**config.mk**
```make
export PLATFORM = sky130hd
export DESIGN_NAME = huf_out_fifo
export DESIGN_NICKNAME = d
export VERILOG_FILES = /design/src/rtl/core/huf_pkg.sv /design/src/rtl/core/huf_out_fifo.sv
export SDC_FILE = /design/constraint.sdc
export NUM_CORES = 1
export LEC_CHECK = 0
export ABC_AREA = 1
export ABC_CLOCK_PERIOD_IN_PS = 2070
export BUFFER_PORTS_ARGS = -buffer_cell sky130_fd_sc_hd__buf_2
export CAP_MARGIN = 15
export CORE_MARGIN = 2
export CORE_UTILIZATION = 30
export DETAILED_ROUTE_END_ITERATION = 10
export HOLD_SLACK_MARGIN = 0.03
export MAX_ROUTING_LAYER = met4
export PLACE_DENSITY = 0.57
export SLEW_MARGIN = 40
export SYNTH_ARGS = -nofsm -noshare
export SYNTH_HDL_FRONTEND = slang
export SYNTH_SLANG_ARGS = --single-unit
```
**constraint.sdc**
```tcl
create_clock -name i_clk -period 2.07 [get_ports i_clk]
set_input_delay 0.414 -clock i_clk [delete_from_list [all_inputs] [get_ports i_clk]]
set_output_delay 0.414 -clock i_clk [all_outputs]
set_load 0.01 [all_outputs]
```
**src/rtl/core/huf_pkg.sv**
```systemverilog
// Shared types and constants of the stream decoder.
`timescale 1ns / 1ps
package huf_pkg;

    localparam logic [7:0] CH_ONE   = 8'h31;
    localparam logic [7:0] CH_COMMA = 8'h2C;
    localparam logic [7:0] CH_ZERO  = 8'h30;
    localparam int         DIGITS   = 10;
    localparam logic [2:0] BIT_TOP  = 3'd7;

    localparam logic [1:0] ST_SYMBOL     = 2'd0;
    localparam logic [1:0] ST_BAD_HEADER = 2'd1;
    localparam logic [1:0] ST_OVERFLOW   = 2'd2;

    typedef struct packed {
        logic is_digit;
        logic is_comma;
        logic is_one;
    } t_kind;

    typedef struct packed {
        logic [7:0] symbol;
        logic       run_end;
        logic       done_res;
        logic [1:0] status;
    } t_result;

endpackage

```
**src/rtl/core/huf_out_fifo.sv**
```systemverilog
// Result queue between the engine and the result port.
`timescale 1ns / 1ps
module huf_out_fifo (
    input  logic             i_clk,
    input  logic             i_rst_n,
    input  logic             i_push,
    input  huf_pkg::t_result i_res,
    output logic             o_full,
    output logic             o_empty,
    output huf_pkg::t_result o_res,
    input  logic             i_pop
);
    import huf_pkg::*;

    t_result    r_mem [4];
    logic [1:0] r_wptr;
    logic [1:0] r_rptr;
    logic [2:0] r_count;
    logic       w_wr;
    logic       w_rd;

    assign o_full  = (r_count == 3'd4);
    assign o_empty = (r_count == 3'd0);
    assign o_res   = r_mem[r_rptr];
    assign w_wr    = i_push && !o_full;
    assign w_rd    = i_pop && !o_empty;

    always_ff @(posedge i_clk) begin
        if (w_wr) begin
            r_mem[r_wptr] <= i_res;
        end
        if (!i_rst_n) begin
            r_wptr  <= 2'd0;
            r_rptr  <= 2'd0;
            r_count <= 3'd0;
        end else begin
            if (w_wr) begin
                r_wptr <= r_wptr + 2'd1;
            end
            if (w_rd) begin
                r_rptr <= r_rptr + 2'd1;
            end
            r_count <= r_count + {2'b0, w_wr} - {2'b0, w_rd};
        end
    end

endmodule

```
# Yosys cells after proc, flatten, opt, wreduce, memory -nomap -nowiden
# Memory sizes are Yosys's and may differ from the RTL's. A register that Yosys moved wholly into a read port is not among the register bits.
# Index checks and enable logic that the tools add are counted.
# totals
regBits	7
latch_bits	0
ramBits	48
romBits	0
in_bits	16
out_inout_bits	14
word_cells	18
memories	1
# memory_table
name	words	word_bits	read_ports	rd_ports_with_merged_regs	wr	line	source
r_mem	4	12	1	1	1	huf_out_fifo.sv:15	t_result r_mem [4];
# classes
n_addsub	4
n_mul	0
div_mod_pow	0
order_cmp	0
n_eq_ne	1
n_shift	0
n_mux	4
bitwise_logic	0
reduce_logical	5
# op_table
operator	n
2-bit by 1-bit adder with 2-bit output (second input constant)	2
2-bit 2-to-1 mux	2
3-bit by 1-bit adder with 3-bit output	1
3-bit equality test (second input constant)	1
3-bit zero test	1
3-bit by 1-bit subtractor with 3-bit output	1
1-bit logical AND	2
1-bit zero test	2
1-bit 2-to-1 mux	2

# Logic depth before layout (Yosys ltp)
# logic_depth
ltp_word	5
depth_mapped	11
depth_no_buf	11

# Least setup slack after synthesis
# No wires, ideal clock.
# synth_timing
kind	register to register
start	register r_count[1]
end	register r_count[2]
setup_time_ns	0.115
arrival_time_ns	1.700
required_ns	1.955
slack_ns	0.255
path_stages_with_launch	11
n_path_buf	0
period_less_slack_ns	1.815
cell_sequence	dfxtp_1 -> nor2_1 -> nand2_1 -> inv_1 -> nor2_1 -> ha_1 -> inv_1 -> ha_1 -> fa_1 -> a21oi_1 -> nor2_1
# synth_between
word_cells_on_any_way	8
classes_between	2 x add/sub; 1 x eq/ne; 5 x reduce/logical
# synth_rtl
item	line	source
start, declared	huf_out_fifo.sv:18	logic [2:0] r_count;
start signal, assigned	huf_out_fifo.sv:43	r_count <= r_count + {2'b0, w_wr} - {2'b0, w_rd};
3-bit zero test	huf_out_fifo.sv:23	assign o_empty = (r_count == 3'd0);
net o_empty	huf_out_fifo.sv:9	output logic o_empty,
1-bit zero test	huf_out_fifo.sv:26	assign w_rd = i_pop && !o_empty;
1-bit logical AND	huf_out_fifo.sv:26	
net w_rd	huf_out_fifo.sv:20	logic w_rd;
3-bit by 1-bit subtractor with 3-bit output	huf_out_fifo.sv:43	
# The timed path passes the listed nets, and every way through them passes these cells.
# A chain may end at the register's enable or synchronous reset.

==> implementation parameters <==
Parameter                              Value

Finish
  Area overhead of the layout relative to synthesis ... 20.5%
  Sequential cell area ... 0.00162 mm^2
  Multi-input gate area in the final layout ... 533 um^2
  Antenna diodes ... 0
  Fraction of layout instances using a drive strength above 1 ... 24.8%
  Fillcell total ... 747
  Total Nets Final ... 248
  Final instance area ... 0.00273 mm^2

Detailed routing
  Detailed-route wire length ... 4060 um
  DRC violation count after routing ... 0
  Via count ... 1394
  Average via count per standard cell ... 4.24
  First DRT Iteration DRCs ... 66
  Wire length per cell ... 12.3 um
  Number of optimization iterations in the first detailed-route pass ... 5
  Post-route antenna net violation count ... 0

GRT
  Met3 capacity usage during global routing ... 3.01%
  Met2 Use GR ... 17.5%
  Met1 track demand over resource in global routing ... 13.0%
  Global-route wire length before repair ... 6870 um
  Number of antenna violations at the first check in global routing ... 0
  Gr ovfl total ... 0
  Largest net degree at the start of global routing ... 25
  GR Util All Layers ... 11.3%
  Busiest metal layer after global routing ... met2
  Vias in the first global route ... 1438

Power and ir drop
  Worst IR Drop VDD ... 422 uV
  Leakage power of the design ... 1.05 nW
  Power density over the cells ... 1190 mW/mm^2

Setup path
  Worst R2R Setup Slack ... 0.21 ns
  Worst r2r src ... r_count[1]
  End of the worst register-to-register path ... r_count[2]
  Length in cells of the worst reg-to-reg path ... 10
  Worst setup path endpoint ... o_res[6]
  WS Path Type ... reg2out
  Critical Path AT ... 1.48 ns
  Largest fanout of any net on the critical path ... 12
  Crit path required time ... 1.66 ns
  Kind of start point of the critical path ... register
  Endpoint type of the worst setup path ... output pin

Clock tree
  Clock Path Buffers ... 2
  Clock-pin slew on the worst setup and hold paths ... 0.07 ns
  Clock buffer count from CTS ... 9
  TritonCTS clock tree ... built
  Total number of H-tree levels ... 3
  Clock tree root driver cell ... sky130_fd_sc_hd__clkbuf_8
  Total number of clock tree sinks ... 57
  Worst-Skew Late Latency ... 0.33 ns
  Post-CTS sizing ... 0
  Post-CTS Setup Inserts ... 0
  Number of hold-repair buffers added at the cts stage ... 0

Floorplanning
  Effective utilization at floorplan ... 31.0%
  I/O pin cnt ... 30
  Die Width ... 90.9 um
  Row count ... 31
  Vertical die dimension ... 90.9 um
  Placeable core region ... 0.00729 mm^2
  Floorplan die area ... 0.00826 mm^2

STA
  Post-Route Skew ... 0.00919 ns
  Sum of negative setup slack ... 0 ns
  Tmin final ... 1.90 ns
  FMAX ... 527 MHz
  Number of slew-limit violations in the final report ... 0
  Fin Hold WS ... 0.302 ns
  Transition time at the pin with the least slew margin ... 0.396 ns
  Max transition margin ... 73.6%
  Setup repair after global routing missed its margin ... false
  Final worst path period share ... 91.7%
  Final hold violations ... 0
  # setup viols final ... 0

Place
  Gp weighted congestion ... 0.663
  Count of buffers from port buffering ... 29
  Dpl cell area ... 0.00254 mm^2
  DPL Wire Length ... 2630 um

Synthesis
  Area fraction of the dominant cell type after synthesis ... 63.7%
  Flip-flop cell with the highest count after synthesis ... sky130_fd_sc_hd__edfxtp_1
  Total of flip-flops plus latches after synthesis ... 57
  Post-synthesis instance area ... 0.00226 mm^2
  Synthesized area per cell ... 12.3 um^2
  Post-Synthesis Net Count ... 207
  Biggest area contributors in the synthesized netlist ... sky130_fd_sc_hd__edfxtp_1, sky130_fd_sc_hd__dfxtp_1, sky130_fd_sc_hd__nor2_1
  Top cells by instance count after synthesis ... sky130_fd_sc_hd__edfxtp_1, sky130_fd_sc_hd__nor2_1, sky130_fd_sc_hd__inv_1
  Post-synthesis cell count ... 184
  Leading area contributor after synthesis ... sky130_fd_sc_hd__edfxtp_1
  Number of flops mapped to enable cells by yosys ... 48
  Sequential-to-total area share from yosys stat ... 71.6%
  Library cells used by synthesis ... 16
  Ys async rst share ... 0%
  Library cell with the highest instance count after synthesis ... sky130_fd_sc_hd__edfxtp_1
  YS warnings ... 0

Hold path
  Worst hold path type ... in2reg

Outcome
  Result of the run ... complete, no violations

Job
  Number of violations of the max-capacitance limit ... 0
[layout by cell type, fill, tap and decap left out, drive strengths merged]
cell type and instances:
clkbuf 9, clkinv 2, clkinvlp 3, nand3 4, ha 6, o21ai 24
inv 21, nand2 14, nor2 36, a21oi 5, dfxtp 9, edfxtp 48
fa 1, o22ai 12, buf 36
[worst min path at each step]
stage,start,endpoint,depth (start not counted)
2_1_floorplan,r_rptr[0],register,2
3_3_place_gp,r_rptr[0],r_rptr[0],2
3_5_place_dp,r_rptr[0],register,2
4_1_cts,i_res[1],r_mem[3][1],1
5_1_grt,i_res[1],r_mem[3][1],1
6_report,i_res[1],r_mem[3][1],1
[power by group]
part / switching, W / internal, W / total (W)
logic: 0.000548 / 0.000320 / 0.000868
clock network: 0.000461 / 0.000440 / 0.000902
registers: 0.0000649 / 0.00141 / 0.00147
[area by class of cell]
class,instances,share of cell area [%]
multi-input cells,102,19.5
inverters,19,2.71
flip-flops and latches,57,59.4
clock inverters,7,1.97
clock buffers,9,4.54
repair buffers,36,7.25
well taps,99,4.54
[worst max-delay path: stages (launching register included)]
cell and delay (ns):
sky130_fd_sc_hd__dfxtp_1 0.32, sky130_fd_sc_hd__inv_1 0.30, sky130_fd_sc_hd__o21ai_0 0.17, sky130_fd_sc_hd__o22ai_1 0.20, sky130_fd_sc_hd__buf_2 0.17
[stage by stage]
| stage | cells | worst slack [ns] | total power (W) | util, % |
|---|---|---|---|---|
| 6_report | 329 | 0.171 | 0.00324 | 37.4 |
| 5_1_grt | 329 | 0.0278 | 0.00347 | 37.4 |
| 4_1_cts | 329 | 0.103 | 0.00328 | 37.2 |
| 3_5_place_dp | 313 | 0.140 | 0.00236 | 34.8 |
| 3_3_place_gp | 313 | 0.211 | 0.00235 | 34.8 |
| 2_1_floorplan | 184 | 0.255 | 0.00207 | - |
[flip-flops by register name, indices dropped and copies added (netlist names), named ones only]
register / count
r_count: 3
r_mem: 48
r_rptr: 2
r_wptr: 2
[layer usage]
layer	vias to the layer above	wire, um
met2	25	1940
met1	634	1880
met5	-	0
li1	726	-
met3	9	141
met4	0	98
[cells by family (layout without fill, tap and decap cells)]
kind of cell | count (synthesis) | after routing | synth area share (%)
buffers and inverters | 25 | 71 | 5.25
AOI/OAI and AO/OA | 41 | 41 | 9.73
and+or+nand+nor | 54 | 54 | 9.18
DFF | 57 | 57 | 71.6
adders and majority gates | 7 | 7 | 4.20
No activity file was read; power rests on OpenSTA's default activity.
