### config.mk
export PLATFORM = sky130hd
export DESIGN_NAME = huf_front
export DESIGN_NICKNAME = d
export VERILOG_FILES = /design/src/rtl/core/huf_pkg.sv /design/src/rtl/core/huf_front.sv
export SDC_FILE = /design/constraint.sdc
export NUM_CORES = 1
export LEC_CHECK = 0
export BUFFER_PORTS_ARGS = -buffer_cell sky130_fd_sc_hd__buf_2
export CAP_MARGIN = 20
export CORE_UTILIZATION = 50
export DETAILED_ROUTE_END_ITERATION = 16
export PLACE_DENSITY = 0.75
export SYNTH_ARGS = -nofsm -noshare
export SYNTH_HDL_FRONTEND = slang
export SYNTH_SLANG_ARGS = --single-unit
### constraint.sdc
create_clock -name i_clk -period 4.2 [get_ports i_clk]
set_input_delay 0.21 -clock i_clk [delete_from_list [all_inputs] [get_ports i_clk]]
set_output_delay 0.21 -clock i_clk [all_outputs]
set_load 0.005 [all_outputs]
### src/rtl/core/huf_pkg.sv
// Shared types and constants of the stream decoder.
`timescale 1ns / 1ps
package huf_pkg;

    localparam logic [7:0] CH_ONE   = 8'h31;
    localparam logic [7:0] CH_COMMA = 8'h2C;
    localparam logic [7:0] CH_ZERO  = 8'h30;
    localparam int         DIGITS   = 10;
    localparam logic [2:0] BIT_TOP  = 3'd7;

    localparam logic [1:0] ST_SYMBOL     = 2'd0;
    localparam logic [1:0] ST_BAD_HEADER = 2'd1;
    localparam logic [1:0] ST_OVERFLOW   = 2'd2;

    typedef struct packed {
        logic is_digit;
        logic is_comma;
        logic is_one;
    } t_kind;

    typedef struct packed {
        logic [7:0] symbol;
        logic       run_end;
        logic       done_res;
        logic [1:0] status;
    } t_result;

endpackage

### src/rtl/core/huf_front.sv
// Input side: accepts stream bytes, classifies them and queues them for the engine.
`timescale 1ns / 1ps
module huf_front (
    input  logic           i_clk,
    input  logic           i_rst_n,
    input  logic           i_push,
    output logic           o_full,
    input  logic [7:0]     i_in_byte,
    output logic           o_avail,
    output logic [7:0]     o_byte,
    output huf_pkg::t_kind o_kind,
    input  logic           i_take
);
    import huf_pkg::*;

    typedef struct packed {
        t_kind      kind;
        logic [7:0] data;
    } t_entry;

    t_entry     r_mem [2];
    logic       r_wptr;
    logic       r_rptr;
    logic [1:0] r_count;
    t_entry     w_new;
    logic       w_wr;
    logic       w_rd;

    always_comb begin
        w_new.data          = i_in_byte;
        w_new.kind.is_one   = (i_in_byte == CH_ONE);
        w_new.kind.is_comma = (i_in_byte == CH_COMMA);
        w_new.kind.is_digit = (i_in_byte >= CH_ZERO) && (i_in_byte < CH_ZERO + 8'(DIGITS));
    end

    assign o_full  = (r_count == 2'd2);
    assign o_avail = (r_count != 2'd0);
    assign o_byte  = r_mem[r_rptr].data;
    assign o_kind  = r_mem[r_rptr].kind;
    assign w_wr    = i_push && !o_full;
    assign w_rd    = i_take && o_avail;

    always_ff @(posedge i_clk) begin
        if (w_wr) begin
            r_mem[r_wptr] <= w_new;
        end
        if (!i_rst_n) begin
            r_wptr  <= 1'b0;
            r_rptr  <= 1'b0;
            r_count <= 2'd0;
        end else begin
            if (w_wr) begin
                r_wptr <= !r_wptr;
            end
            if (w_rd) begin
                r_rptr <= !r_rptr;
            end
            r_count <= r_count + {1'b0, w_wr} - {1'b0, w_rd};
        end
    end

endmodule

=== After elaboration in Yosys (flattened, before gate mapping) ===
Memory sizes are Yosys's and may differ from the RTL's. A register that Yosys moved wholly into a read port is not among the register bits.
Index checks and enable logic that the tools add are counted.

* Output and inout port bits: 13
* Logic and storage cells: 22
* Memory bits (writable): 22
* Input bits: 12
* Register bits: 4
* Memories: 1

* Multiplexer cells: 4
* Reductions and logical operators: 7
* Eq/ne operators: 3
* $lt $le $gt $ge: 2
* Add/sub/neg operators: 2

{| class="wikitable"
|+ Memory list
! memory !! depth !! bits a word !! rd ports !! clocked after memory_dff !! wr ports !! RTL line !! RTL
|-
| r_mem || 2 || 11 || 1 || 1 || 1 || huf_front.sv:21 || <nowiki>t_entry r_mem [2];</nowiki>
|}

{| class="wikitable"
|+ Operator list
! cell !! count
|-
| 8-bit by 6-bit == test with 1-bit output (second input constant) || 2
|-
| 8-bit by 6-bit >= comparator with 1-bit output (second input constant) || 1
|-
| 8-bit by 6-bit < comparator with 1-bit output (second input constant) || 1
|-
| 1-bit 2-to-1 mux || 4
|-
| 1-bit logical AND || 3
|-
| 1-bit zero test || 3
|-
| 2-bit by 1-bit adder with 2-bit output || 1
|-
| 2-bit == test (second input constant) || 1
|-
| 2-bit nonzero test || 1
|-
| 2-bit by 1-bit subtractor with 2-bit output || 1
|}

=== Longest topological paths before layout ===
Gate-level depths: netlist of run 1.

* Word-level depth: 5
* Gate-level depth with buffers: 8
* Gate-level depth less buffers: 8

=== Worst setup path before layout of run 1 ===
OpenSTA, ideal clock, no wires.

* Path kind: register to register
* From: reg r_count[0]
* To: reg r_count[1]
* Arrival time: 1.424 ns
* Stages on the path, launching flop included: 9
* Setup slack: 2.698 ns
* Period minus slack after synthesis: 1.502 ns
* Data required time: 4.122 ns
* Cells stage by stage: dfxtp_1 -> nand2b_1 -> nand2_1 -> ha_1 -> inv_1 -> ha_1 -> xor2_1 -> and2_1 -> nor3_1

* Cells in the longest elaborated chain, start to end: 5
* Elaborated cells on any way between the ends: 7

{| class="wikitable"
|+ RTL lines
! item !! RTL line !! RTL
|-
| start, declared || huf_front.sv:24 || <nowiki>logic [1:0] r_count;</nowiki>
|-
| start signal, assigned || huf_front.sv:58 || <nowiki>r_count <= r_count + {1'b0, w_wr} - {1'b0, w_rd};</nowiki>
|-
| 2-bit == test || huf_front.sv:36 || <nowiki>assign o_full = (r_count == 2'd2);</nowiki>
|-
| 1-bit zero test || huf_front.sv:40 || <nowiki>assign w_wr = i_push && !o_full;</nowiki>
|-
| 1-bit logical AND || huf_front.sv:40 ||
|-
| 2-bit by 1-bit adder with 2-bit output || huf_front.sv:58 ||
|-
| 2-bit by 1-bit subtractor with 2-bit output (*) || huf_front.sv:58 ||
|}

Mark *: on every way between the ends. The rest lies on a longest branch, timed or not.
A chain may end at the register's enable or synchronous reset.

==> impl_summary.txt, run 1 <==
----------------------------------------------------
[Floorplan]
  Die extent in x ... 48.4 microns
  I/O pin count ... 25
  Die height ... 48.4 microns
  Standard cell core area ... 2000 sq um
  Initial core utilization ... 53.8%
  Die area ... 2340 sq um
  Placement Rows ... 16

[Clock tree]
  Clock sink total ... 27
  CTS clk-pin slew, worst paths ... 140 ps
  Buffer count from post-CTS setup fixing ... 0
  Cts repair resizes ... 0
  Clock buffers created by TritonCTS ... 3
  TritonCTS clock tree ... built
  CTS Root Cell ... sky130_fd_sc_hd__clkbuf_4
  Source-to-sink clock delay at the later pin of the worst-skew pair ... 310 ps
  Longest Clk Path Bufs ... 2
  Number of H-tree levels ... 1
  Count of hold buffers inserted by post-cts repair ... 0

[Routing]
  Number of iterations in the first detailed-routing pass ... 4
  Final routed DRC violation total ... 0
  Remaining antenna violation count after routing ... 0
  Routed wire per std cell ... 12.6 microns
  Violation count after the first detailed-route iteration ... 14
  Via count ... 621
  Drt via density ... 5.05
  WL final ... 1550 microns

[Worst setup path]
  Data arrival time of the critical path ... 1500 ps
  Maximum cell stage delay along the critical path ... 660 ps
  Slowest library cell on the worst path ... sky130_fd_sc_hd__dfxtp_1
  Worst-path cell chain ... mux2_2 > buf_2
  Family of cells with the greatest summed delay on the critical path ... flip-flops
  Critical path capture point type ... primary output
  Required time at the endpoint of the critical path ... 3990 ps
  Sum of buffers and inverters on the critical path ... 1
  Startpoint Class ... flip-flop
  Critical path fanouts, max ... 11
  Classification of the worst setup path ... flip-flop to primary output

[Logic synthesis]
  Post-synthesis async set-or-reset flop share ... 0%
  Prevailing post-synth register cell ... sky130_fd_sc_hd__edfxtp_1
  Number of warnings reported in the yosys synthesis log ... 0
  Post-synth top area cell ... sky130_fd_sc_hd__edfxtp_1
  Synthesized net count ... 83
  Synthesized area ... 1080 sq um
  EDFF count, synth ... 22
  FF+latch count, synth ... 27
  Sequential area share after synthesis ... 70.6%
  Unique masters post-synth ... 21
  Per-instance average area after synthesis ... 15.6 sq um
  Most frequent cell after synthesis ... sky130_fd_sc_hd__edfxtp_1
  Share of Yosys cell area claimed by the top area cell type ... 61.3%
  List of most frequent post-synthesis cells ... 22 x sky130_fd_sc_hd__edfxtp_1, 11 x sky130_fd_sc_hd__mux2_2, 6 x sky130_fd_sc_hd__nor2_1, 5 x sky130_fd_sc_hd__dfxtp_1
  Number of cells produced by synthesis ... 69
  Biggest area contributors in the synthesized netlist ... sky130_fd_sc_hd__edfxtp_1 61%, sky130_fd_sc_hd__mux2_2 11%, sky130_fd_sc_hd__dfxtp_1 9.3%

[Power]
  Clock power frac ... 15.7%
  Net switching power ... 0.000190 W
  Areal power density over the cells ... 545 nW/um^2
  Switching Fraction ... 27.9%
  Share of power burned in registers ... 56.0%
  Portion of total power attributed to combinational logic ... 28.3%
  Pint ... 0.000492 W
  Largest vdd supply drop ... 0.372 mV
  Leakage power ... 0.512 nW

[Global routing]
  Grt met3 use ... 3.46%
  Total gr overflow ... 0
  Total track usage ... 15.7%
  Busiest layer in global routing ... met2
  Largest net degree at the start of global routing ... 16
  Number of global-route vias before repair ... 646
  Wire length of the first global-routing pass ... 2750 microns
  Number of antenna violations at the first check in global routing ... 0
  Met2 Track Usage GR ... 26.5%
  Met1 track demand over resource in global routing ... 18.0%

[Cells and area]
  Number of fillers in the final layout ... 171
  Area occupied by multi-input gates ... 298 sq um
  Number of nets in the finished design ... 111
  Synth-to-Final Area Change ... 16.1%
  Proportion of layout cells with a drive suffix above 1 ... 42.7%
  Storage cell area ... 761 sq um
  Finished Layout Cells ... 123
  Finished Core Util ... 62.5%
  Antenna Diode Count ... 0

[STA]
  Final clock period utilization by the worst path ... 40.7%
  Worst setup margin ... 2490 ps
  Number of hold-slack violations in the final timing report ... 0
  Final-report setup violation count ... 0
  RSZ-0062 raised after global routing ... false
  Max-slew headroom at the worst pin ... 40.7%
  Final number of max-transition violations ... 0
  Highest clock frequency the design can meet ... 585 MHz
  Sum of negative setup slack ... 0 ps
  Shortest clock period the worst path allows after layout ... 1710 ps
  Setup Skew ... 4.82 ps
  Slew at the pin closest to its max-slew limit ... 886 ps

[Placement]
  HPWL after detailed placement ... 1100 microns
  Global placer's final weighted congestion ... 0.736
  Total instance count after detailed placement ... 119
  Minimum setup slack after placement ... 2500 ps
  Number of I/O port buffers ... 24

[Run]
  Number of maximum-capacitance constraint violations ... 0

[Hold path]
  Hold/Removal Path Class ... input pin to flip-flop

[Outcome]
  Run status ... completed

----------------------------------------------------
[power by group through the flow]
| stage | Clock [W] | Sequential [W] | Combinational (W) |
|---|---|---|---|
| after floorplan | 0 | 0.000370 | 0.000142 |
| after global placement | 0 | 0.000388 | 0.000192 |
| after detailed placement | 0 | 0.000390 | 0.000195 |
| after CTS | 0.000110 | 0.000383 | 0.000196 |
| after global routing | 0.000120 | 0.000391 | 0.000218 |
| final | 0.000107 | 0.000382 | 0.000193 |
[through the flow]
| step | hold WS, ps | total power (W) | instance area (sq um) |
|---|---|---|---|
| 2_1_floorplan | 309 | 0.000511 | 1080 |
| 3_3_place_gp | 420 | 0.000579 | 1220 |
| 3_5_place_dp | 423 | 0.000585 | 1220 |
| 4_1_cts | 80.7 | 0.000689 | 1250 |
| 5_1_grt | 67.4 | 0.000729 | 1250 |
| 6_report | 87.2 | 0.000683 | 1250 |
[state kept, by name, summed over array words and instances, names as in the netlist, named ones only]
| register | flops |
|---|---|
| r_mem | 22 |
| r_count | 2 |
| r_rptr | 1 |
| r_wptr | 1 |
[layout make-up]
type                       count  area share (%)
clock inverter                 1           0.400
tap                           27            2.70
sequential                    27            60.8
timing repair buffer          24            9.60
clock buffer                   3            1.80
inverter                       3           0.900
multi-input combinational     38            23.8
[metal layers]
metal  share of wire [%]  wire [microns]
met2                  50             774
met3                 4.0              62
met4                0.84              13
met1                  45             701
met5                   0               0
[cell usage in the layout (no fill, tap or decap)]
master                      n
sky130_fd_sc_hd__mux2_2    11
sky130_fd_sc_hd__xor2_1     1
sky130_fd_sc_hd__inv_1      3
sky130_fd_sc_hd__mux2i_1    1
sky130_fd_sc_hd__nor4b_1    1
sky130_fd_sc_hd__and3_1     3
sky130_fd_sc_hd__nand4_1    1
sky130_fd_sc_hd__clkinv_2   1
sky130_fd_sc_hd__nor3_1     1
sky130_fd_sc_hd__clkbuf_4   3
sky130_fd_sc_hd__xnor2_1    1
sky130_fd_sc_hd__nand2b_1   2
sky130_fd_sc_hd__o21a_2     1
sky130_fd_sc_hd__ha_1       2
sky130_fd_sc_hd__o21ai_0    1
sky130_fd_sc_hd__dfxtp_1    5
sky130_fd_sc_hd__nand2_1    2
sky130_fd_sc_hd__nor2_1     6
sky130_fd_sc_hd__edfxtp_1  22
sky130_fd_sc_hd__buf_2     24
sky130_fd_sc_hd__or2_2      1
sky130_fd_sc_hd__and2_1     2
sky130_fd_sc_hd__nor3b_1    1
[worst register-to-register path, delay by kind of cell, from the launching register on]
| kind | cells | cell delay [ps] |
|---|---|---|
| flops | 1 | 380 |
| simple gates | 3 | 950 |
[path summary, 6_finish.rpt]
| kind | cells past startpoint | slack [ps] | start | to |
|---|---|---|---|---|
| setup / recovery | 2 | 2490 | flip-flop | o_kind[2] |
| hold / removal | 1 | 90 | i_in_byte[5] | r_mem[0][5] |
| setup reg to reg | 3 | 2520 | r_count[0] | r_mem[0][4] |
| hold reg to reg | 2 | 500 | r_wptr | r_wptr |
[kinds of logic after synthesis]
logic type / count (synthesis) / share of synthesized area [%]
DFF: 27 / 70.6
and+or+nand+nor: 20 / 9.99
muxes: 12 / 12.4
buffers and inverters: 4 / 1.74
AOI/OAI and AO/OA: 2 / 1.28
xor gates and xnor gates: 2 / 1.63
adders and majority gates: 2 / 2.32
Power figures use the tool's default switching activity.
==> inputs of run 2 (changes only) <==
--- a/config.mk
+++ b/config.mk
@@ -7,9 +7,9 @@
 export LEC_CHECK = 0
 export BUFFER_PORTS_ARGS = -buffer_cell sky130_fd_sc_hd__buf_2
 export CAP_MARGIN = 20
-export CORE_UTILIZATION = 50
+export CORE_UTILIZATION = 46
 export DETAILED_ROUTE_END_ITERATION = 16
-export PLACE_DENSITY = 0.75
+export PLACE_DENSITY = 0.73
 export SYNTH_ARGS = -nofsm -noshare
 export SYNTH_HDL_FRONTEND = slang
 export SYNTH_SLANG_ARGS = --single-unit
==> constraint.sdc (replaced) <==
create_clock -name i_clk -period 1.45 [get_ports i_clk]
set_input_delay 0.0725 -clock i_clk [delete_from_list [all_inputs] [get_ports i_clk]]
set_output_delay 0.0725 -clock i_clk [all_outputs]
set_load 0.005 [all_outputs]
==> run 2 against run 1 <==
  * The flow now finishes with violations (setup timing)
  * Die area grew 8.3%
  * Flip-flop and latch count is the same
  * Total power grew to 3.3 times the previous value
  * Critical path type is now flip-flop to flip-flop
  * Sequential share of layout area shrank 8.4 points
  * Non-clock buffer count grew 17
  * Global-route usage grew 0.82 points
  * Clock skew shrank 4.0 ps
==> impl_summary.txt, run 2 (synthesis gave the netlist of run 1 again) <==
----------------------------------------------------
[Floorplan]
  Placement Rows ... 17 (+1)
  Die area ... 2540 sq um (+8.3%)
  I/O pin count ... 25 (unchanged)
  Die height ... 50.4 microns (+4.1%)
  Standard cell core area ... 2210 sq um (+10%)
  Initial core utilization ... 48.7% (-5.1 points)
  Die extent in x ... 50.4 microns (+4.1%)

[Cells and area]
  Number of fillers in the final layout ... 177 (+3.5%)
  Largest registers ... r_mem (22), r_count (2)
  Finished Cell Area ... 1460 sq um (+17%)
  Most frequent standard cell in the layout excluding fill and tap cells ... sky130_fd_sc_hd__buf_2
  Synth-to-Final Area Change ... 35.7%
  Antenna Diode Count ... 0 (unchanged)
  Finished Layout Cells ... 141 (+15%)
  Number of nets in the finished design ... 128 (+15%)
  Proportion of layout cells with a drive suffix above 1 ... 50.4% (+7.7 points)
  Most used cells in the layout excluding fill and tap cells ... 24 x sky130_fd_sc_hd__buf_2, 22 x sky130_fd_sc_hd__edfxtp_1, 11 x sky130_fd_sc_hd__mux2_2
  Register with the most flip-flops ... r_mem
  Finished Core Util ... 66.1% (+3.6 points)
  Area occupied by multi-input gates ... 352 sq um (+18%)
  Storage cell area ... 766 sq um (+0.66%)
  Flip-flop count of the largest register, all copies and words added ... 22 (unchanged)

[STA]
  Final hold slack ... 145 ps (+57.7 ps)
  Slew at the pin closest to its max-slew limit ... 333 ps (-553 ps)
  Number of hold-slack violations in the final timing report ... 0 (unchanged)
  Highest clock frequency the design can meet ... 673 MHz
  Shortest clock period the worst path allows after layout ... 1480 ps
  Final-report setup violation count ... 1 (+1)
  Final clock period utilization by the worst path ... 102%
  Setup Skew ... 0.836 ps (-3.98 ps)
  Final number of max-transition violations ... 0 (unchanged)
  Worst setup margin ... -34.9 ps (-2530 ps)
  Max-slew headroom at the worst pin ... 77.7% (+37 points)
  RSZ-0062 raised after global routing ... true

[Worst setup path]
  Classification of the worst setup path ... flip-flop to flip-flop
  Critical path capture point type ... flip-flop
  Start point of the critical path ... r_count[1]
  Startpoint Class ... flip-flop
  Required time at the endpoint of the critical path ... 1700 ps (-2290 ps)
  Endpoint of the most critical setup path ... r_count[1]
  Critical path fanouts, max ... 5 (-6)
  Data arrival time of the critical path ... 1730 ps (+230 ps)
  Path depth of the worst reg2reg path ... 7 (+4)
  Worst flop-to-flop path startpoint ... r_count[1]
  Worst R2R End ... r_count[1]
  Slack of the worst reg-to-reg path ... -30 ps (-2550 ps)

[Routing]
  WL final ... 1750 microns (+13%)
  Drt via density ... 4.86 (-3.8%)
  Routed wire per std cell ... 12.4 microns (-1.7%)
  Via count ... 685 (+10%)
  Final routed DRC violation total ... 0 (unchanged)
  Remaining antenna violation count after routing ... 0 (unchanged)
  Violation count after the first detailed-route iteration ... 8 (-6)
  Number of iterations in the first detailed-routing pass ... 4 (unchanged)

[Clock tree]
  Clock buffers created by TritonCTS ... 3 (unchanged)
  Source-to-sink clock delay at the later pin of the worst-skew pair ... 310 ps (about the same)
  Number of H-tree levels ... 1 (unchanged)
  CTS clk-pin slew, worst paths ... 130 ps (about the same)
  TritonCTS clock tree ... built
  Longest Clk Path Bufs ... 2 (unchanged)
  Clock sink total ... 27 (unchanged)
  CTS Root Cell ... sky130_fd_sc_hd__clkbuf_4

[Hold path]
  Hold/Removal Path Class ... input pin to flip-flop

[Placement]
  Number of I/O port buffers ... 24 (unchanged)
  HPWL after detailed placement ... 1230 microns (+11%)
  Global placer's final weighted congestion ... 0.698 (-5.2%)
  Total instance count after detailed placement ... 127 (+6.7%)
  Placed cell areas ... 1320 sq um (+7.6%)

[Power]
  Leakage power ... 0.596 nW (+16%)
  Largest vdd supply drop ... 1.01 mV (+170%)
  Areal power density over the cells ... 1520 nW/um^2 (+180%)

[Global routing]
  Total gr overflow ... 0 (unchanged)
  Number of antenna violations at the first check in global routing ... 0 (unchanged)
  Wire length of the first global-routing pass ... 2940 microns (+7.0%)
  Total track usage ... 16.5% (+0.82 points)
  Largest net degree at the start of global routing ... 16 (unchanged)
  Number of global-route vias before repair ... 707 (+9.4%)

[Outcome]
  Run status ... complete, but fails checks
  Violated checks ... setup timing

[Run]
  Number of maximum-capacitance constraint violations ... 0 (unchanged)

----------------------------------------------------
[run 2: worst min-delay path by stage]
stage / slack [ps] / start / to / depth (start not counted)
2_1_floorplan: 170 / i_in_byte[0] / r_mem[0][0] / 0
3_3_place_gp: 280 / i_in_byte[5] / r_mem[1][5] / 1
3_5_place_dp: 280 / i_in_byte[6] / r_mem[0][6] / 1
4_1_cts: 140 / i_push / r_wptr / 4
5_1_grt: 140 / i_push / r_wptr / 4
6_report: 140 / i_push / r_wptr / 4
[run 2: power breakdown]
| part | internal [W] | switching, W |
|---|---|---|
| registers | 0.00102 | 0.0000698 |
| logic | 0.000479 | 0.000353 |
| clock network | 0.000103 | 0.000202 |
[run 2: what timing repair did]
item,in CTS,in global routing
endpoints found under the setup margin,1,1
hold buffers,9,0
hold endpoints to repair,17,0
resized for setup,3,1
pin swaps,1,0
setup buffers,1,0
[run 2: layout make-up]
cell class	count	area share [%]
Clock buffer	3	1.54
Clock inverter	1	0.342
Inverter	3	0.771
Multi-Input combinational cell	38	24.1
Sequential cell	27	52.4
Tap cell	28	2.40
Timing Repair Buffer	41	18.5
[run 2: worst max-delay path, cell delays in order (launching register included)]
cell,delay (ps)
sky130_fd_sc_hd__dfxtp_4,390
sky130_fd_sc_hd__o21a_4,200
sky130_fd_sc_hd__ha_4,260
sky130_fd_sc_hd__inv_2,40
sky130_fd_sc_hd__ha_4,150
sky130_fd_sc_hd__xor2_2,140
sky130_fd_sc_hd__and2_1,140
sky130_fd_sc_hd__nor3_1,110
[run 2: through the flow]
step                      setup WS [ps]  power [W]  setup TNS, ps
after floorplan                  -0.701    0.00155         -0.701
after global placement            -9.40    0.00183          -9.40
after detailed placement          -73.1    0.00186          -73.1
after CTS                         -34.3    0.00223          -34.3
after global routing              -77.9    0.00238          -77.9
final                             -34.9    0.00223          -34.9
[run 2: metal layers]
metal  share of wire, %  wire (microns)  track usage (%)
met5                  0               0                0
met4                1.8              31             9.72
met3                3.7              65             2.73
met2                 51             885             29.3
met1                 44             765             18.3
==> inputs of run 3 (changes only) <==
--- a/config.mk
+++ b/config.mk
@@ -7,9 +7,10 @@
 export LEC_CHECK = 0
 export BUFFER_PORTS_ARGS = -buffer_cell sky130_fd_sc_hd__buf_2
 export CAP_MARGIN = 20
-export CORE_UTILIZATION = 46
+export CORE_ASPECT_RATIO = 1.1
+export CORE_UTILIZATION = 50
 export DETAILED_ROUTE_END_ITERATION = 16
-export PLACE_DENSITY = 0.73
+export PLACE_DENSITY = 0.75
 export SYNTH_ARGS = -nofsm -noshare
 export SYNTH_HDL_FRONTEND = slang
 export SYNTH_SLANG_ARGS = --single-unit
==> constraint.sdc (replaced) <==
create_clock -name i_clk -period 1.8 [get_ports i_clk]
set_input_delay 0.09 -clock i_clk [delete_from_list [all_inputs] [get_ports i_clk]]
set_output_delay 0.09 -clock i_clk [all_outputs]
set_load 0.005 [all_outputs]
==> run 3 against run 2 <==
  * The flow now finishes without violations
  * Via count shrank 4.8%
  * Sequential share of layout area rose by 4.4 points
  * Sequential power down 18%
  * Combinational power decreased by 43%
  * Clock power fell by 20%
  * Maximum frequency decreased by 8.3%
  * First-iteration DRC count up 88%
  * Total power fell by 27%
  * Setup slack improved by 220 ps
  * Worst hold slack worse by 110 ps
  * Critical path type unchanged
  * Critical endpoint unchanged
  * Largest cell class unchanged
  * Highest routed layer unchanged
==> impl_summary.txt, run 3 (synthesis gave the netlist of run 1 again) <==
----------------------------------------------------
[Cells and area]
  Register with the most flip-flops ... r_mem
  Flip-flop count of the largest register, all copies and words added ... 22 (unchanged)
  Area occupied by multi-input gates ... 298 sq um (-15%)
  Number of fillers in the final layout ... 156 (-12%)
  Most frequent standard cell in the layout excluding fill and tap cells ... sky130_fd_sc_hd__buf_2
  Most used cells in the layout excluding fill and tap cells ... 24 x sky130_fd_sc_hd__buf_2, 22 x sky130_fd_sc_hd__edfxtp_1, 11 x sky130_fd_sc_hd__mux2_2
  Synth-to-Final Area Change ... 24.5%
  Storage cell area ... 762 sq um (-0.49%)
  Proportion of layout cells with a drive suffix above 1 ... 41.0% (-9.5 points)
  Number of nets in the finished design ... 120 (-6.3%)
  Antenna Diode Count ... 0 (unchanged)
  Largest registers ... r_mem (22), r_count (2)

[Power]
  Areal power density over the cells ... 1200 nW/um^2 (-21%)
  Largest vdd supply drop ... 0.717 mV (-29%)
  Leakage power ... 0.551 nW (-7.5%)

[Floorplan]
  Die extent in x ... 46.3 microns (-8.2%)
  Placement Rows ... 17 (unchanged)
  Die area ... 2340 sq um (-7.7%)
  Die height ... 50.7 microns (+0.58%)
  I/O pin count ... 25 (unchanged)
  Initial core utilization ... 53.3% (+4.6 points)
  Standard cell core area ... 2020 sq um (-8.7%)

[STA]
  Final number of max-transition violations ... 0 (unchanged)
  Final clock period utilization by the worst path ... 89.9% (-12 points)
  Number of hold-slack violations in the final timing report ... 0 (unchanged)
  Highest clock frequency the design can meet ... 618 MHz (-8.3%)
  RSZ-0062 raised after global routing ... false
  Sum of negative setup slack ... 0 ps (+34.9 ps)
  Worst setup margin ... 181 ps (+216 ps)
  Shortest clock period the worst path allows after layout ... 1620 ps (+134 ps)
  Max-slew headroom at the worst pin ... 65.0% (-13 points)
  Slew at the pin closest to its max-slew limit ... 525 ps (+192 ps)
  Setup Skew ... 3.07 ps (+2.23 ps)
  Final-report setup violation count ... 0 (-1)

[Global routing]
  Number of antenna violations at the first check in global routing ... 0 (unchanged)
  Total gr overflow ... 0 (unchanged)
  Total track usage ... 16.4% (-0.075 points)
  Largest net degree at the start of global routing ... 16 (unchanged)
  Number of global-route vias before repair ... 626 (-11%)
  Wire length of the first global-routing pass ... 2650 microns (-9.9%)

[Placement]
  HPWL after detailed placement ... 1140 microns (-7.4%)
  Global placer's final weighted congestion ... 0.659 (-5.5%)
  Minimum setup slack after placement ... 148 ps (+221 ps)
  Number of I/O port buffers ... 24 (unchanged)

[Routing]
  Routed wire per std cell ... 12.7 microns (+2.6%)
  Final routed DRC violation total ... 0 (unchanged)
  Violation count after the first detailed-route iteration ... 15 (+7)
  Drt via density ... 4.90 (+0.91%)
  WL final ... 1690 microns (-3.2%)
  Remaining antenna violation count after routing ... 0 (unchanged)
  Via count ... 652 (-4.8%)
  Number of iterations in the first detailed-routing pass ... 4 (unchanged)

[Clock tree]
  Buffer count from post-CTS setup fixing ... 0 (-1)
  Number of H-tree levels ... 1 (unchanged)
  CTS Root Cell ... sky130_fd_sc_hd__clkbuf_4
  CTS clk-pin slew, worst paths ... 130 ps (about the same)
  Clock sink total ... 27 (unchanged)
  TritonCTS clock tree ... built
  Source-to-sink clock delay at the later pin of the worst-skew pair ... 310 ps (about the same)
  Clock buffers created by TritonCTS ... 3 (unchanged)
  Longest Clk Path Bufs ... 2 (unchanged)

[Worst setup path]
  Slack of the worst reg-to-reg path ... 180 ps (+220 ps)
  Family of cells with the greatest summed delay on the critical path ... simple AND/OR/NAND/NOR gates
  Data arrival time of the critical path ... 1860 ps (+130 ps)
  Startpoint Class ... flip-flop
  Sum of buffers and inverters on the critical path ... 1 (unchanged)
  Critical path capture point type ... flip-flop
  Critical path fanouts, max ... 4 (-1)
  Worst-path cell chain ... nand2b_1 > nand2_1 > ha_1 > inv_1 > ha_1 > xor2_1 > and2_1 > nor3_1
  Most common cell on crit path ... sky130_fd_sc_hd__ha_1
  Required time at the endpoint of the critical path ... 2050 ps (+350 ps)
  Slowest library cell on the worst path ... sky130_fd_sc_hd__dfxtp_2
  Classification of the worst setup path ... flip-flop to flip-flop
  Maximum cell stage delay along the critical path ... 370 ps (-20 ps)

[Outcome]
  Run status ... completed

[Run]
  Number of maximum-capacitance constraint violations ... 0 (unchanged)

[Hold path]
  Hold/Removal Path Class ... input pin to flip-flop

----------------------------------------------------
run 3: worst register-to-register path, stage by stage, from the launching register on:
cell                       delay, ps
sky130_fd_sc_hd__dfxtp_2         370
sky130_fd_sc_hd__nand2b_1        150
sky130_fd_sc_hd__nand2_1         110
sky130_fd_sc_hd__ha_1            290
sky130_fd_sc_hd__inv_1            40
sky130_fd_sc_hd__ha_1            180
sky130_fd_sc_hd__xor2_1          150
sky130_fd_sc_hd__and2_1          160
sky130_fd_sc_hd__nor3_1          120
run 3: timing repair:
item	4_1_cts	5_1_grt
hold buffers	6	2
hold endpoints to repair	12	4
endpoints found under the setup margin	0	1
gates resized for setup	0	1
run 3: final cells by class:
cell class | instances | area share (%)
Clock buffer | 3 | 1.68
Clock inverter | 1 | 0.373
Inverter | 3 | 0.840
Multi-Input combinational cell | 38 | 22.2
Sequential cell | 27 | 56.8
Tap cell | 28 | 2.61
Timing Repair Buffer | 33 | 15.5
run 3: worst paths after layout:
check	end	startpoint	cells past startpoint
max	r_count[1]	r_count[0]	8
min	r_count[0]	i_rst_n	2
max reg2reg	r_count[1]	r_count[0]	8
min reg2reg	r_wptr	r_wptr	2
run 3: where the power goes:
part / internal, W / leakage (nW) / total (W) / switching [W]
logic: 0.000275 / 0.286 / 0.000478 / 0.000204
registers: 0.000814 / 0.248 / 0.000894 / 0.0000797
clock network: 0.0000830 / 0.0177 / 0.000244 / 0.000161
run 3: metrics by stage:
stage,hold slack [ps],power (W),cell area (sq um),util [%],cells
2_1_floorplan,189,0.00119,1080,-,69
3_3_place_gp,294,0.00136,1230,61.0,121
6_report,30.1,0.00162,1340,66.4,133
3_5_place_dp,300,0.00138,1230,61.0,121
4_1_cts,1.21,0.00163,1320,65.3,131
5_1_grt,8.24,0.00172,1340,66.4,133
run 3: layer usage:
layer	GRT usage (%)	vias to the layer above	part of all wire [%]
met1	17.5	309	43
met2	29.6	14	52
met4	7.35	0	2.1
met3	3.24	5	2.3
met5	0	-	0
li1	-	324	-
